==> src/assert_macros.svh <==
// Assertion helpers shared by the RTL.
`ifndef ASSERT_MACROS_SVH
`define ASSERT_MACROS_SVH

// Property must hold on every clock edge outside reset.
`define ASSERT_CHK(label, clk, rst_n, prop) \
    label: assert property (@(posedge clk) disable iff (!rst_n) prop) \
        else $error("assertion failed");

// Condition must never be true outside reset.
`define ASSERT_NEVER(label, clk, rst_n, cond) \
    label: assert property (@(posedge clk) disable iff (!rst_n) !(cond)) \
        else $error("forbidden condition seen");

`endif

==> src/smam_pkg.sv <==
`default_nettype none

package smam_pkg;

    localparam int MAX_N  = 8;    // largest matrix size
    localparam int DEPTH  = MAX_N * MAX_N;
    localparam int AW     = (DEPTH > 1) ? $clog2(DEPTH) : 1;
    localparam int NW     = $clog2(MAX_N + 1);

    localparam int DATA_W = 16;   // matrix element
    localparam int SUM_W  = 17;   // A + B element
    localparam int MULT_W = 32;   // one A * B term
    localparam int PROD_W = 35;   // accumulated dot product
    localparam int IDX_W  = 3;    // row / column index on the output
    localparam int SIZE_W = 4;    // matrix size register

    // Which store an element goes to
    typedef enum logic {
        SEL_A = 1'b0,
        SEL_B = 1'b1
    } t_store_sel;

    // Classification of one loaded element
    typedef struct packed {
        t_store_sel sel;
        logic       last;   // element completes the load
    } t_item_ctl;

    localparam int CTL_W = $bits(t_item_ctl);

    // queue entry: element, classification, store address, size
    localparam int EW = DATA_W + CTL_W + AW + NW;

endpackage

`default_nettype wire

==> src/smam_ram.sv <==
`default_nettype none

module smam_ram #(
    parameter int WIDTH = 16,
    parameter int DEPTH = 64,
    parameter int AW    = (DEPTH > 1) ? $clog2(DEPTH) : 1
) (
    input  wire logic             i_clk,
    input  wire logic             i_we,
    input  wire logic [AW-1:0]    i_waddr,
    input  wire logic [WIDTH-1:0] i_wdata,
    input  wire logic [AW-1:0]    i_raddr,
    output logic      [WIDTH-1:0] o_rdata
);

    logic [WIDTH-1:0] r_mem [DEPTH];

    // one write port, one registered read port
    always_ff @(posedge i_clk) begin
        if (i_we) begin
            r_mem[i_waddr] <= i_wdata;
        end
        o_rdata <= r_mem[i_raddr];
    end

endmodule

`default_nettype wire

==> src/smam_front.sv <==
`default_nettype none

module smam_front (
    input  wire logic                          i_clk,
    input  wire logic                          i_rst_n,
    input  wire logic [smam_pkg::SIZE_W-1:0]   i_matrix_size,
    input  wire logic                          i_valid,
    output logic                               o_ready,
    input  wire logic [smam_pkg::DATA_W-1:0]   i_data,
    // queue write side
    output logic                               o_push,
    output logic [smam_pkg::EW-1:0]            o_entry,
    input  wire logic                          i_q_ready
);
    import smam_pkg::*;

    localparam int CW = $clog2(2 * DEPTH + 1);

    logic [CW-1:0] r_cnt;
    logic [NW-1:0] n_eff;
    logic [CW-1:0] nn;
    logic [CW-1:0] two_nn;
    logic [CW-1:0] cnt_eff;
    logic [CW-1:0] cnt_inc;
    logic [AW-1:0] addr;
    t_item_ctl     ctl;

    // clamp the size register to 1..MAX_N
    always_comb begin
        if (i_matrix_size == '0) begin
            n_eff = NW'(1);
        end else if (32'(i_matrix_size) > 32'(MAX_N)) begin
            n_eff = NW'(MAX_N);
        end else begin
            n_eff = NW'(i_matrix_size);
        end
    end

    assign nn     = CW'(CW'(n_eff) * CW'(n_eff));
    assign two_nn = CW'({nn, 1'b0});

    // a counter already past the end restarts the load
    assign cnt_eff = (r_cnt >= two_nn) ? '0 : r_cnt;
    assign cnt_inc = CW'(cnt_eff + CW'(1));

    // classify: store, address, end of load
    always_comb begin
        ctl.last = (cnt_inc == two_nn);
        if (cnt_eff >= nn) begin
            ctl.sel = SEL_B;
            addr    = AW'(cnt_eff - nn);
        end else begin
            ctl.sel = SEL_A;
            addr    = AW'(cnt_eff);
        end
    end

    assign o_ready = i_q_ready;
    assign o_push  = i_valid && i_q_ready;
    assign o_entry = {i_data, ctl, addr, n_eff};

    // load counter
    always_ff @(posedge i_clk) begin
        if (!i_rst_n) begin
            r_cnt <= '0;
        end else if (o_push) begin
            r_cnt <= ctl.last ? '0 : cnt_inc;
        end
    end

`include "assert_macros.svh"

    `ASSERT_CHK(a_cnt_bound, i_clk, i_rst_n, r_cnt < CW'(2 * DEPTH))
    `ASSERT_NEVER(a_last_is_b, i_clk, i_rst_n,
        o_push && ctl.last && ctl.sel == SEL_A)

endmodule

`default_nettype wire

==> src/smam_queue.sv <==
`default_nettype none

module smam_queue #(
    parameter int WIDTH = 32
) (
    input  wire logic             i_clk,
    input  wire logic             i_rst_n,
    input  wire logic             i_push,
    input  wire logic [WIDTH-1:0] i_data,
    output logic                  o_ready,
    output logic                  o_valid,
    input  wire logic             i_pop,
    output logic      [WIDTH-1:0] o_data
);

    logic [WIDTH-1:0] r_mem [2];
    logic             r_wr_ptr;
    logic             r_rd_ptr;
    logic [1:0]       r_count;
    logic             do_push;
    logic             do_pop;

    assign o_ready = (r_count != 2'd2);
    assign o_valid = (r_count != 2'd0);
    assign o_data  = r_mem[r_rd_ptr];
    assign do_push = i_push && o_ready;
    assign do_pop  = i_pop && o_valid;

    // two-entry ring
    always_ff @(posedge i_clk) begin
        if (!i_rst_n) begin
            r_wr_ptr <= 1'b0;
            r_rd_ptr <= 1'b0;
            r_count  <= 2'd0;
        end else begin
            if (do_push) begin
                r_wr_ptr <= ~r_wr_ptr;
            end
            if (do_pop) begin
                r_rd_ptr <= ~r_rd_ptr;
            end
            unique case ({do_push, do_pop})
                2'b10:   r_count <= r_count + 2'd1;
                2'b01:   r_count <= r_count - 2'd1;
                default: r_count <= r_count;
            endcase
        end
    end

    always_ff @(posedge i_clk) begin
        if (do_push) begin
            r_mem[r_wr_ptr] <= i_data;
        end
    end

`include "assert_macros.svh"

    `ASSERT_NEVER(a_no_overflow, i_clk, i_rst_n, i_push && !o_ready)

endmodule

`default_nettype wire

==> src/smam_back.sv <==
`default_nettype none

module smam_back (
    input  wire logic                                i_clk,
    input  wire logic                                i_rst_n,
    // queue read side
    input  wire logic                                i_entry_valid,
    input  wire logic [smam_pkg::EW-1:0]             i_entry,
    output logic                                     o_pop,
    // result channel
    output logic                                     o_valid,
    input  wire logic                                i_ready,
    output logic        [smam_pkg::IDX_W-1:0]        o_row_index,
    output logic        [smam_pkg::IDX_W-1:0]        o_col_index,
    output logic signed [smam_pkg::SUM_W-1:0]        o_sum_value,
    output logic signed [smam_pkg::PROD_W-1:0]       o_product_value,
    output logic                                     o_last_result
);
    import smam_pkg::*;

    typedef enum logic [1:0] {
        ST_LOAD,
        ST_ISSUE,
        ST_DRAIN,
        ST_PUSH
    } t_state;

    t_state r_state;

    // unpacked queue entry
    logic [DATA_W-1:0] e_data;
    t_item_ctl         e_ctl;
    logic [AW-1:0]     e_addr;
    logic [NW-1:0]     e_n;

    // sequencer registers
    logic [NW-1:0] r_n;
    logic [NW-1:0] r_r;
    logic [NW-1:0] r_c;
    logic [NW-1:0] r_k;
    logic [AW-1:0] r_row_base;   // r * n
    logic [AW-1:0] r_kb;         // k * n

    // datapath
    logic                     r_s1_mac;
    logic                     r_s1_sum;
    logic                     r_s2_mac;
    logic signed [MULT_W-1:0] r_prod;
    logic signed [SUM_W-1:0]  r_sum;
    logic signed [PROD_W-1:0] r_acc;

    logic [DATA_W-1:0] rd_a;
    logic [DATA_W-1:0] rd_b;
    logic [AW-1:0]     pos;
    logic [AW-1:0]     a_addr;
    logic [AW-1:0]     b_addr;
    logic              k_end;
    logic              c_end;
    logic              pos_last;
    logic              issue;
    logic              out_free;
    logic              we_a;
    logic              we_b;

    assign {e_data, e_ctl, e_addr, e_n} = i_entry;

    assign o_pop = (r_state == ST_LOAD);
    assign we_a  = o_pop && i_entry_valid && (e_ctl.sel == SEL_A);
    assign we_b  = o_pop && i_entry_valid && (e_ctl.sel == SEL_B);

    // read addresses: A[r][k], B[k][c]; the step after the last k reads A[r][c], B[r][c]
    assign k_end    = (r_k == r_n);
    assign c_end    = (r_c == NW'(r_n - NW'(1)));
    assign pos_last = c_end && (r_r == NW'(r_n - NW'(1)));
    assign pos      = AW'(r_row_base + AW'(r_c));
    assign a_addr   = k_end ? pos : AW'(r_row_base + AW'(r_k));
    assign b_addr   = k_end ? pos : AW'(r_kb + AW'(r_c));
    assign issue    = (r_state == ST_ISSUE);
    assign out_free = !o_valid || i_ready;

    smam_ram #(
        .WIDTH (DATA_W),
        .DEPTH (DEPTH),
        .AW    (AW)
    ) u_store_a (
        .i_clk   (i_clk),
        .i_we    (we_a),
        .i_waddr (e_addr),
        .i_wdata (e_data),
        .i_raddr (a_addr),
        .o_rdata (rd_a)
    );

    smam_ram #(
        .WIDTH (DATA_W),
        .DEPTH (DEPTH),
        .AW    (AW)
    ) u_store_b (
        .i_clk   (i_clk),
        .i_we    (we_b),
        .i_waddr (e_addr),
        .i_wdata (e_data),
        .i_raddr (b_addr),
        .o_rdata (rd_b)
    );

    // multiply stage and sum capture
    always_ff @(posedge i_clk) begin
        if (r_s1_mac) begin
            r_prod <= $signed(rd_a) * $signed(rd_b);
        end
        if (r_s1_sum) begin
            r_sum <= SUM_W'($signed(rd_a)) + SUM_W'($signed(rd_b));
        end
    end

    // sequencer, pipeline valids, accumulator and output register
    always_ff @(posedge i_clk) begin
        if (!i_rst_n) begin
            r_state  <= ST_LOAD;
            r_s1_mac <= 1'b0;
            r_s1_sum <= 1'b0;
            r_s2_mac <= 1'b0;
            o_valid  <= 1'b0;
        end else begin
            r_s1_mac <= issue && !k_end;
            r_s1_sum <= issue && k_end;
            r_s2_mac <= r_s1_mac;

            if (r_s2_mac) begin
                r_acc <= r_acc + PROD_W'(r_prod);
            end

            // a new result in the push state replaces the one leaving
            if (o_valid && i_ready && (r_state != ST_PUSH)) begin
                o_valid <= 1'b0;
            end

            unique case (r_state)
                ST_LOAD: begin
                    // last element of B starts the result run
                    if (i_entry_valid && e_ctl.last) begin
                        r_n        <= e_n;
                        r_r        <= '0;
                        r_c        <= '0;
                        r_k        <= '0;
                        r_row_base <= '0;
                        r_kb       <= '0;
                        r_acc      <= '0;
                        r_state    <= ST_ISSUE;
                    end
                end
                ST_ISSUE: begin
                    if (k_end) begin
                        r_state <= ST_DRAIN;
                    end else begin
                        r_k  <= NW'(r_k + NW'(1));
                        r_kb <= AW'(r_kb + AW'(r_n));
                    end
                end
                ST_DRAIN: begin
                    r_state <= ST_PUSH;
                end
                ST_PUSH: begin
                    if (out_free) begin
                        o_valid         <= 1'b1;
                        o_row_index     <= IDX_W'(r_r);
                        o_col_index     <= IDX_W'(r_c);
                        o_sum_value     <= r_sum;
                        o_product_value <= r_acc;
                        o_last_result   <= pos_last;
                        r_acc           <= '0;
                        r_k             <= '0;
                        r_kb            <= '0;
                        if (pos_last) begin
                            r_state <= ST_LOAD;
                        end else begin
                            r_state <= ST_ISSUE;
                            if (c_end) begin
                                r_c        <= '0;
                                r_r        <= NW'(r_r + NW'(1));
                                r_row_base <= AW'(r_row_base + AW'(r_n));
                            end else begin
                                r_c <= NW'(r_c + NW'(1));
                            end
                        end
                    end
                end
                default: r_state <= ST_LOAD;
            endcase
        end
    end

`include "assert_macros.svh"

    `ASSERT_NEVER(a_push_drained, i_clk, i_rst_n,
        (r_state == ST_PUSH) && (r_s1_mac || r_s1_sum || r_s2_mac))
    `ASSERT_CHK(a_run_ends_last, i_clk, i_rst_n,
        (r_state == ST_PUSH && out_free && pos_last)
        |=> (o_valid && o_last_result && r_state == ST_LOAD))

endmodule

`default_nettype wire

==> src/square_matrix_add_multiply.sv <==
// Loading: one element per cycle, while the queue has room, through a two-entry queue
// into the A and B stores. Compute: after the last element of B, each of the n*n results
// takes n+1 store reads on one read port per store, one drain and one output load (which
// waits until the output is free), and new elements wait while the run lasts.
// Reset (synchronous, active low): size register to 1, load counter to zero, queue
// and pipeline empty; store contents are not cleared.
`default_nettype none

module square_matrix_add_multiply (
    input  wire logic                                i_clk,
    input  wire logic                                i_rst_n,
    // configuration
    input  wire logic                                i_cfg_we,
    input  wire logic        [smam_pkg::SIZE_W-1:0]  i_cfg_matrix_size,
    // element input
    input  wire logic                                i_valid,
    output logic                                     o_ready,
    input  wire logic signed [smam_pkg::DATA_W-1:0]  i_element_value,
    // results
    output logic                                     o_valid,
    input  wire logic                                i_ready,
    output logic        [smam_pkg::IDX_W-1:0]        o_row_index,
    output logic        [smam_pkg::IDX_W-1:0]        o_col_index,
    output logic signed [smam_pkg::SUM_W-1:0]        o_sum_value,
    output logic signed [smam_pkg::PROD_W-1:0]       o_product_value,
    output logic                                     o_last_result
);
    import smam_pkg::*;

    logic [SIZE_W-1:0] r_matrix_size;
    logic              push;
    logic [EW-1:0]     push_entry;
    logic              q_ready;
    logic              q_valid;
    logic              pop;
    logic [EW-1:0]     pop_entry;

    // size register
    always_ff @(posedge i_clk) begin
        if (!i_rst_n) begin
            r_matrix_size <= SIZE_W'(1);
        end else if (i_cfg_we) begin
            r_matrix_size <= i_cfg_matrix_size;
        end
    end

    smam_front u_front (
        .i_clk         (i_clk),
        .i_rst_n       (i_rst_n),
        .i_matrix_size (r_matrix_size),
        .i_valid       (i_valid),
        .o_ready       (o_ready),
        .i_data        (i_element_value),
        .o_push        (push),
        .o_entry       (push_entry),
        .i_q_ready     (q_ready)
    );

    smam_queue #(
        .WIDTH (EW)
    ) u_queue (
        .i_clk   (i_clk),
        .i_rst_n (i_rst_n),
        .i_push  (push),
        .i_data  (push_entry),
        .o_ready (q_ready),
        .o_valid (q_valid),
        .i_pop   (pop),
        .o_data  (pop_entry)
    );

    smam_back u_back (
        .i_clk           (i_clk),
        .i_rst_n         (i_rst_n),
        .i_entry_valid   (q_valid),
        .i_entry         (pop_entry),
        .o_pop           (pop),
        .o_valid         (o_valid),
        .i_ready         (i_ready),
        .o_row_index     (o_row_index),
        .o_col_index     (o_col_index),
        .o_sum_value     (o_sum_value),
        .o_product_value (o_product_value),
        .o_last_result   (o_last_result)
    );

endmodule

`default_nettype wire
==> config.mk <==
export PLATFORM = sky130hd
export DESIGN_NAME = square_matrix_add_multiply
export DESIGN_NICKNAME = d
export VERILOG_FILES = /design/src/smam_pkg.sv /design/src/smam_ram.sv /design/src/smam_front.sv /design/src/smam_queue.sv /design/src/smam_back.sv /design/src/square_matrix_add_multiply.sv
export VERILOG_INCLUDE_DIRS = /design/src /design/src/src
export SDC_FILE = /design/constraint.sdc
export NUM_CORES = 2
export LEC_CHECK = 0
export ABC_AREA = 1
export BUFFER_PORTS_ARGS = -buffer_cell sky130_fd_sc_hd__buf_2
export CORE_ASPECT_RATIO = 1.75
export CORE_MARGIN = 4
export CORE_UTILIZATION = 30
export DETAILED_ROUTE_END_ITERATION = 12
export HOLD_SLACK_MARGIN = 0.1
export PLACE_DENSITY = 0.48
export SYNTH_ARGS = -nofsm -noshare
export SYNTH_HDL_FRONTEND = slang
export SYNTH_SLANG_ARGS = --single-unit
export TNS_END_PERCENT = 100
==> constraint.sdc <==
create_clock -name i_clk -period 9 [get_ports i_clk]
set_clock_uncertainty 0.15 [all_clocks]
set_input_delay 0.9 -clock i_clk [delete_from_list [all_inputs] [get_ports i_clk]]
set_output_delay 0.9 -clock i_clk [all_outputs]
set_load 0.01 [all_outputs]
# Word level (Yosys, flattened, before mapping)
# Memories as Yosys holds them, arrays and structs flattened. A register that Yosys moved wholly into a read port is not among the register bits.
# Cells that the tools add are included.
# totals
word_cells	142
register_bits	193
in_bits	25
output_inout_bits	61
mem_bits_rw	2104
mem_count	3
# mem_list
name	words	word_bits	read_ports	rd_clocked_by_memory_dff	wr	line	rtl
u_back.u_store_a.r_mem	64	16	1	1	1	smam_ram.sv:16	logic [WIDTH-1:0] r_mem [DEPTH];
u_back.u_store_b.r_mem	64	16	1	1	1	smam_ram.sv:16	
u_queue.r_mem	2	28	1	1	1	smam_queue.sv:16	logic [WIDTH-1:0] r_mem [2];
# op_classes
bitwise	3
n_mux	49
reduce_logical	26
addsub	15
eq_ne	17
n_lt_le_gt_ge	3
multipliers	2
# op_table
cell	count
2-to-1 mux 35 bit	3
one-hot mux 35 bit (2 select lines)	1
2-to-1 mux 6 bit	9
2-to-1 mux 4 bit	11
adder 35 x 32 -> 35 bit	1
multiplier 16 x 16 -> 32 bit	1
adder 6 x 4 -> 6 bit	5
one-hot mux 6 bit (3 select lines)	1
adder 16 x 16 -> 17 bit	1
greater-or-equal comparator 8 bit	2
2-to-1 mux 8 bit	2
one-hot mux 4 bit (2 select lines)	2
2-to-1 mux 1 bit	13
adder 4 x 1 -> 4 bit (second input constant)	3
equality test 4 bit	3
one-hot mux 4 bit (3 select lines)	1
one-hot mux 6 bit (2 select lines)	1
logical AND 1 bit	11
inequality test 2 bit (second input constant)	5
AND reduction 5 bit	2
AND reduction 3 bit	3
adder 8 x 1 -> 8 bit (second input constant)	1
equality test 8 bit	1
multiplier 4 x 4 -> 8 bit	1
other kinds (19)	31

# Longest topological paths before layout
# logic_depth
ltp_word	9
mapped_depth	33
mapped_depth_nobuf	33

# Cells and area by module
# A second synthesis with hierarchy kept.
# hier_totals
hier_cells	9841
hier_area_um2	108895.7
# modules_own_cells
mod	seq_area_each_um2	n_inst	area_each_um2	cells_each
smam_ram	31069.8	2	42099.1	3517
smam_back	5255.0	1	20598.5	2408
smam_queue	1781.7	1	2363.5	123
smam_front	160.2	1	1564.0	252
square_matrix_add_multiply	80.1	1	171.4	24

# Least setup slack after synthesis
# No wires, ideal clock.
# synth_path
kind	register -> register
startpoint	register u_back.u_store_b.o_rdata[1], read port of u_back.u_store_b.r_mem
endpoint	register u_back.r_prod[30] (data pin)
slack_ns	2.829
arrival_time_ns	5.769
path_buffers	2
synth_period_minus_slack_ns	6.171
path_stages_with_launch	25
required_ns	8.598
setup_time_ns	0.252
cell_sequence	dfxtp_1 clkbuf_1 clkbuf_1 nand2_1 fa_1 fa_1 fa_1 fa_1 inv_1 fa_1 inv_1 fa_1 inv_1 ha_1 a21oi_1 a21boi_0 o21ai_1 a21oi_1 o21bai_1 a21boi_2 o21ai_0 nand2_1 nand2_1 nand2_1 nand2_1
# synth_between
elab_chain_cells	1
# synth_lines
item	line	rtl
from (decl)	smam_ram.sv:13	output logic [WIDTH-1:0] o_rdata
multiplier 16 x 16 -> 32 bit	smam_back.sv:110	r_prod <= $signed(rd_a) * $signed(rd_b);
to (signal assigned)	smam_back.sv:110	
to (decl)	smam_back.sv:48	logic signed [MULT_W-1:0] r_prod;
# No other way between the ends.
# A chain may end at the register's enable or synchronous reset.

# Worst setup path after layout
# Same ends and word-level chain as after synthesis.

==> flow_metrics.py <==
metrics = {
    "outcome": {
        "status": "completed",
    },
    "sta": {
        "fin_crit_sh_pct": 78.60,
        "slew_headroom_pct": 7.901,
        "whs_ps": 208.1,
        "final-hold-violation-count": 0,
        "fin_setup_tns_ps": 0,
        "slew_viol_final": 0,
        "max_freq_mhz": 141.4,
        "min_period_ps": 7074,
        "rsz0062_at_grt": "no",
        "finalSetupViolCount": 0,
        "tightest_slew_ps": 1380,
    },
    "floorplan": {
        "rows": 287,
        "initial_core_util_pct": 30.17,
        "fp.dieW_um": 456.3,
        "ios": 86,
        "die_y_um": 792.5,
        "die_area_um2": 361600,
        "core_um2": 349800,
    },
    "synth": {
        "syn_area_per_cell_um2": 12.63,
        "syn_area_um2": 105500,
        "synth_area_leader_cell": "edfxtp_1",
        "yosys_warnings": 0,
        "synthCells": 8352,
        "synth.distinct_cells": 59,
        "ys_seq_area_share_pct": 65.79,
        "synth_edf_count": 2275,
        "synth_async_sr_flop_share_pct": 0,
        "synth_seq_cells": 2330,
        "synth_ff_type": "edfxtp_1",
        "synth_area_leaders": "edfxtp_1 65%, fa_1 5.1%, o21ai_0 4.2%, o211ai_1 3.6%, nor2_1 2.8%",
        "netlist.area_leader.share_pct": 64.75,
    },
    "route": {
        "remaining_drc_errors": 0,
        "postRouteAntennaNets": 0,
        "wirelength_um": 328000,
        "wl_per_cell_um": 24.90,
        "first_pass_iters": 5,
        "vias": 66610,
        "via_per_inst": 5.057,
        "drt_iter0_drc": 4874,
    },
    "finish": {
        "fin_nets": 8840,
        "drive_gt1_share_pct": 14.05,
        "final.fill_count": 34220,
        "final_cells": 13170,
        "area_growth_pct": 12.41,
    },
    "grt": {
        "grt_max_degree": 206,
        "first_global_vias": 67680,
        "antenna_found_initial": 5,
        "gr-total-overflow": 0,
        "grt_usage_pct": 17.60,
        "grt_first_pass_wirelength_um": 473100,
    },
    "critical_path": {
        "path_class": "flop to flop",
        "cp_max_fo": 17,
        "crit_required_ps": 9440,
        "start_kind": "flop",
        "worst_ep_arrival_time_ps": 7510,
        "cp-end-kind": "flop",
    },
    "placed_design": {
        "post-dp-hpwl_um": 206500,
        "gp_congestion": 0.8309,
        "place_inst": 12760,
        "io_buffers": 85,
    },
    "clock_network": {
        "cts-root-buf": "clkbuf_16",
        "cts_tree": "done",
        "hold_buffers": 15,
        "cts_buffers": 211,
        "clk_pin_slew_ps": 60,
        "cts_max_level": 4,
        "clk_latency_ps": 910,
        "ctsResizeCount": 0,
        "cts_buffer_depth": 4,
        "cts_sinks": 2330,
        "cts_setup_buffers": 0,
    },
    "hold_path": {
        "hp-class": "input port to flop",
    },
    "flow_run": {
        "maxCapViolCount": 0,
    },
}
[Yosys cell counts, types with 8 or more instances]
master    count
nor3_1       10
o21bai_1     14
o21ai_1      90
nand4_1      13
xnor2_1      26
o311ai_1      8
o22ai_1     112
buf_4        14
o211ai_1    505
or2_0        45
o21ai_0     890
nor2_1      786
buf_2        78
a21oi_1     147
clkbuf_1    376
inv_2         8
buf_1        19
ha_1        177
o211ai_2     17
nand3_1     336
or2_1        18
a31oi_1       8
o221ai_1    205
fa_1        270
inv_1       606
edfxtp_1   2275
xor2_1       53
or2_2       471
nand2_1     643
buf_6        11
dfxtp_1      55
[per-stage QoR]
step / setup slack, ps / cell area (um2) / util (%)
6_report: 1926 / 118600 / 33.91
2_1_floorplan: 2829 / 105500 / -
3_3_place_gp: 1718 / 111700 / 31.94
5_1_grt: 1474 / 118600 / 33.91
3_5_place_dp: 1774 / 111700 / 31.94
4_1_cts: 1737 / 118600 / 33.90
[final cells by class]
cell class,count,area (um2),share of cell area (%)
Inverter,622,2397,2.021
Clock inverter,117,1071,0.9030
Tap cell,4624,5786,4.878
Clock buffer,264,5654,4.767
Antenna cell,12,30.03,0.02532
Multi-Input combinational cell,4900,32010,26.99
Timing Repair Buffer,303,2240,1.888
Sequential cell,2330,69420,58.53
[placed cells by master, fill, tap and decap left out, types with 18 or more instances in the layout]
cell,n
o21ai_0,890
o211ai_1,505
clkinv_1,44
xnor2_1,26
fa_1,270
nand2_4,19
o22ai_1,112
nor2_1,722
buf_2,84
clkinv_2,43
or2_2,471
or2_1,18
bufinv_16,18
edfxtp_1,2275
xor2_1,53
o221ai_1,205
nand3_1,336
o21ai_1,90
nor2_2,63
nand2_1,621
clkbuf_16,215
ha_1,177
clkbuf_1,40
buf_4,193
dfxtp_1,52
inv_1,606
a21oi_1,147
or2_0,45
[logic make-up (layout without fill, tap and decap cells)]
kind of cell               Yosys count  count (layout)  share of synthesized area [%]
and+or+nand+nor                   2344            2344                          10.14
DFF                               2330            2330                          65.79
AOI/OAI and AO/OA                 2025            2025                          11.94
buffers and inverters             1123            1306                          4.226
adders and majority gates          447             447                          7.222
xor gates and xnor gates            80              80                         0.6712
other                                2              15                       0.007118
muxes                                1               1                       0.009487
[state kept, by name, indices dropped and copies added, names as in the netlist, 2 cells and up, named ones only]
name                      count
u_back.o_sum_value           17
u_back.u_store_b.r_mem     1024
u_back.r_state                2
u_back.r_k                    4
u_back.o_product_value       35
u_back.r_acc                 35
u_back.u_store_a.r_mem     1024
u_back.r_sum                 17
u_back.u_store_b.o_rdata     16
u_back.r_c                    4
u_back.o_row_index            3
u_back.r_r                    4
u_queue.r_count               2
u_front.r_cnt                 8
u_back.r_kb                   6
u_back.r_row_base             6
u_back.r_prod                32
u_queue.r_mem                56
u_back.r_n                    4
u_back.o_col_index            3
u_back.u_store_a.o_rdata     16
r_matrix_size                 4
[final timing paths]
path                            cells past startpoint                     to  slack (ps)                   startpoint
worst max register to register                     22      u_back.r_prod[30]        1930  u_back.u_store_b.o_rdata[1]
worst min register to register                      0  u_back.o_sum_value[4]         270              u_back.r_sum[4]
worst min-delay path                                1   u_queue.r_mem[0][12]         210           i_element_value[0]
worst max-delay path                               22      u_back.r_prod[30]        1930  u_back.u_store_b.o_rdata[1]
[critical path: stages (launching register included)]
cell,delay (ps)
dfxtp_1,920
nand2_1,200
fa_1,550
fa_1,590
fa_1,450
fa_1,550
inv_1,50
fa_1,470
inv_1,50
fa_1,470
inv_1,40
ha_1,320
a21oi_1,140
a21boi_0,390
o21ai_1,230
a21oi_1,330
o21bai_1,160
a21boi_2,210
o21ai_0,190
nand2_1,130
nand2_1,70
nand2_1,70
nand2_1,40
[metal layers]
metal | vias up | GRT usage (%) | routed length [um]
met3 | 539 | 1.773 | 12590
li1 | 30250 | - | -
met1 | 34140 | 19.34 | 121100
met2 | 1690 | 33.41 | 175400
met4 | 0 | 9.009 | 18860
met5 | - | 0 | 0
Power is not shown: default switching activity piles up to over one toggle a cycle in this logic, so the estimate is an artifact.
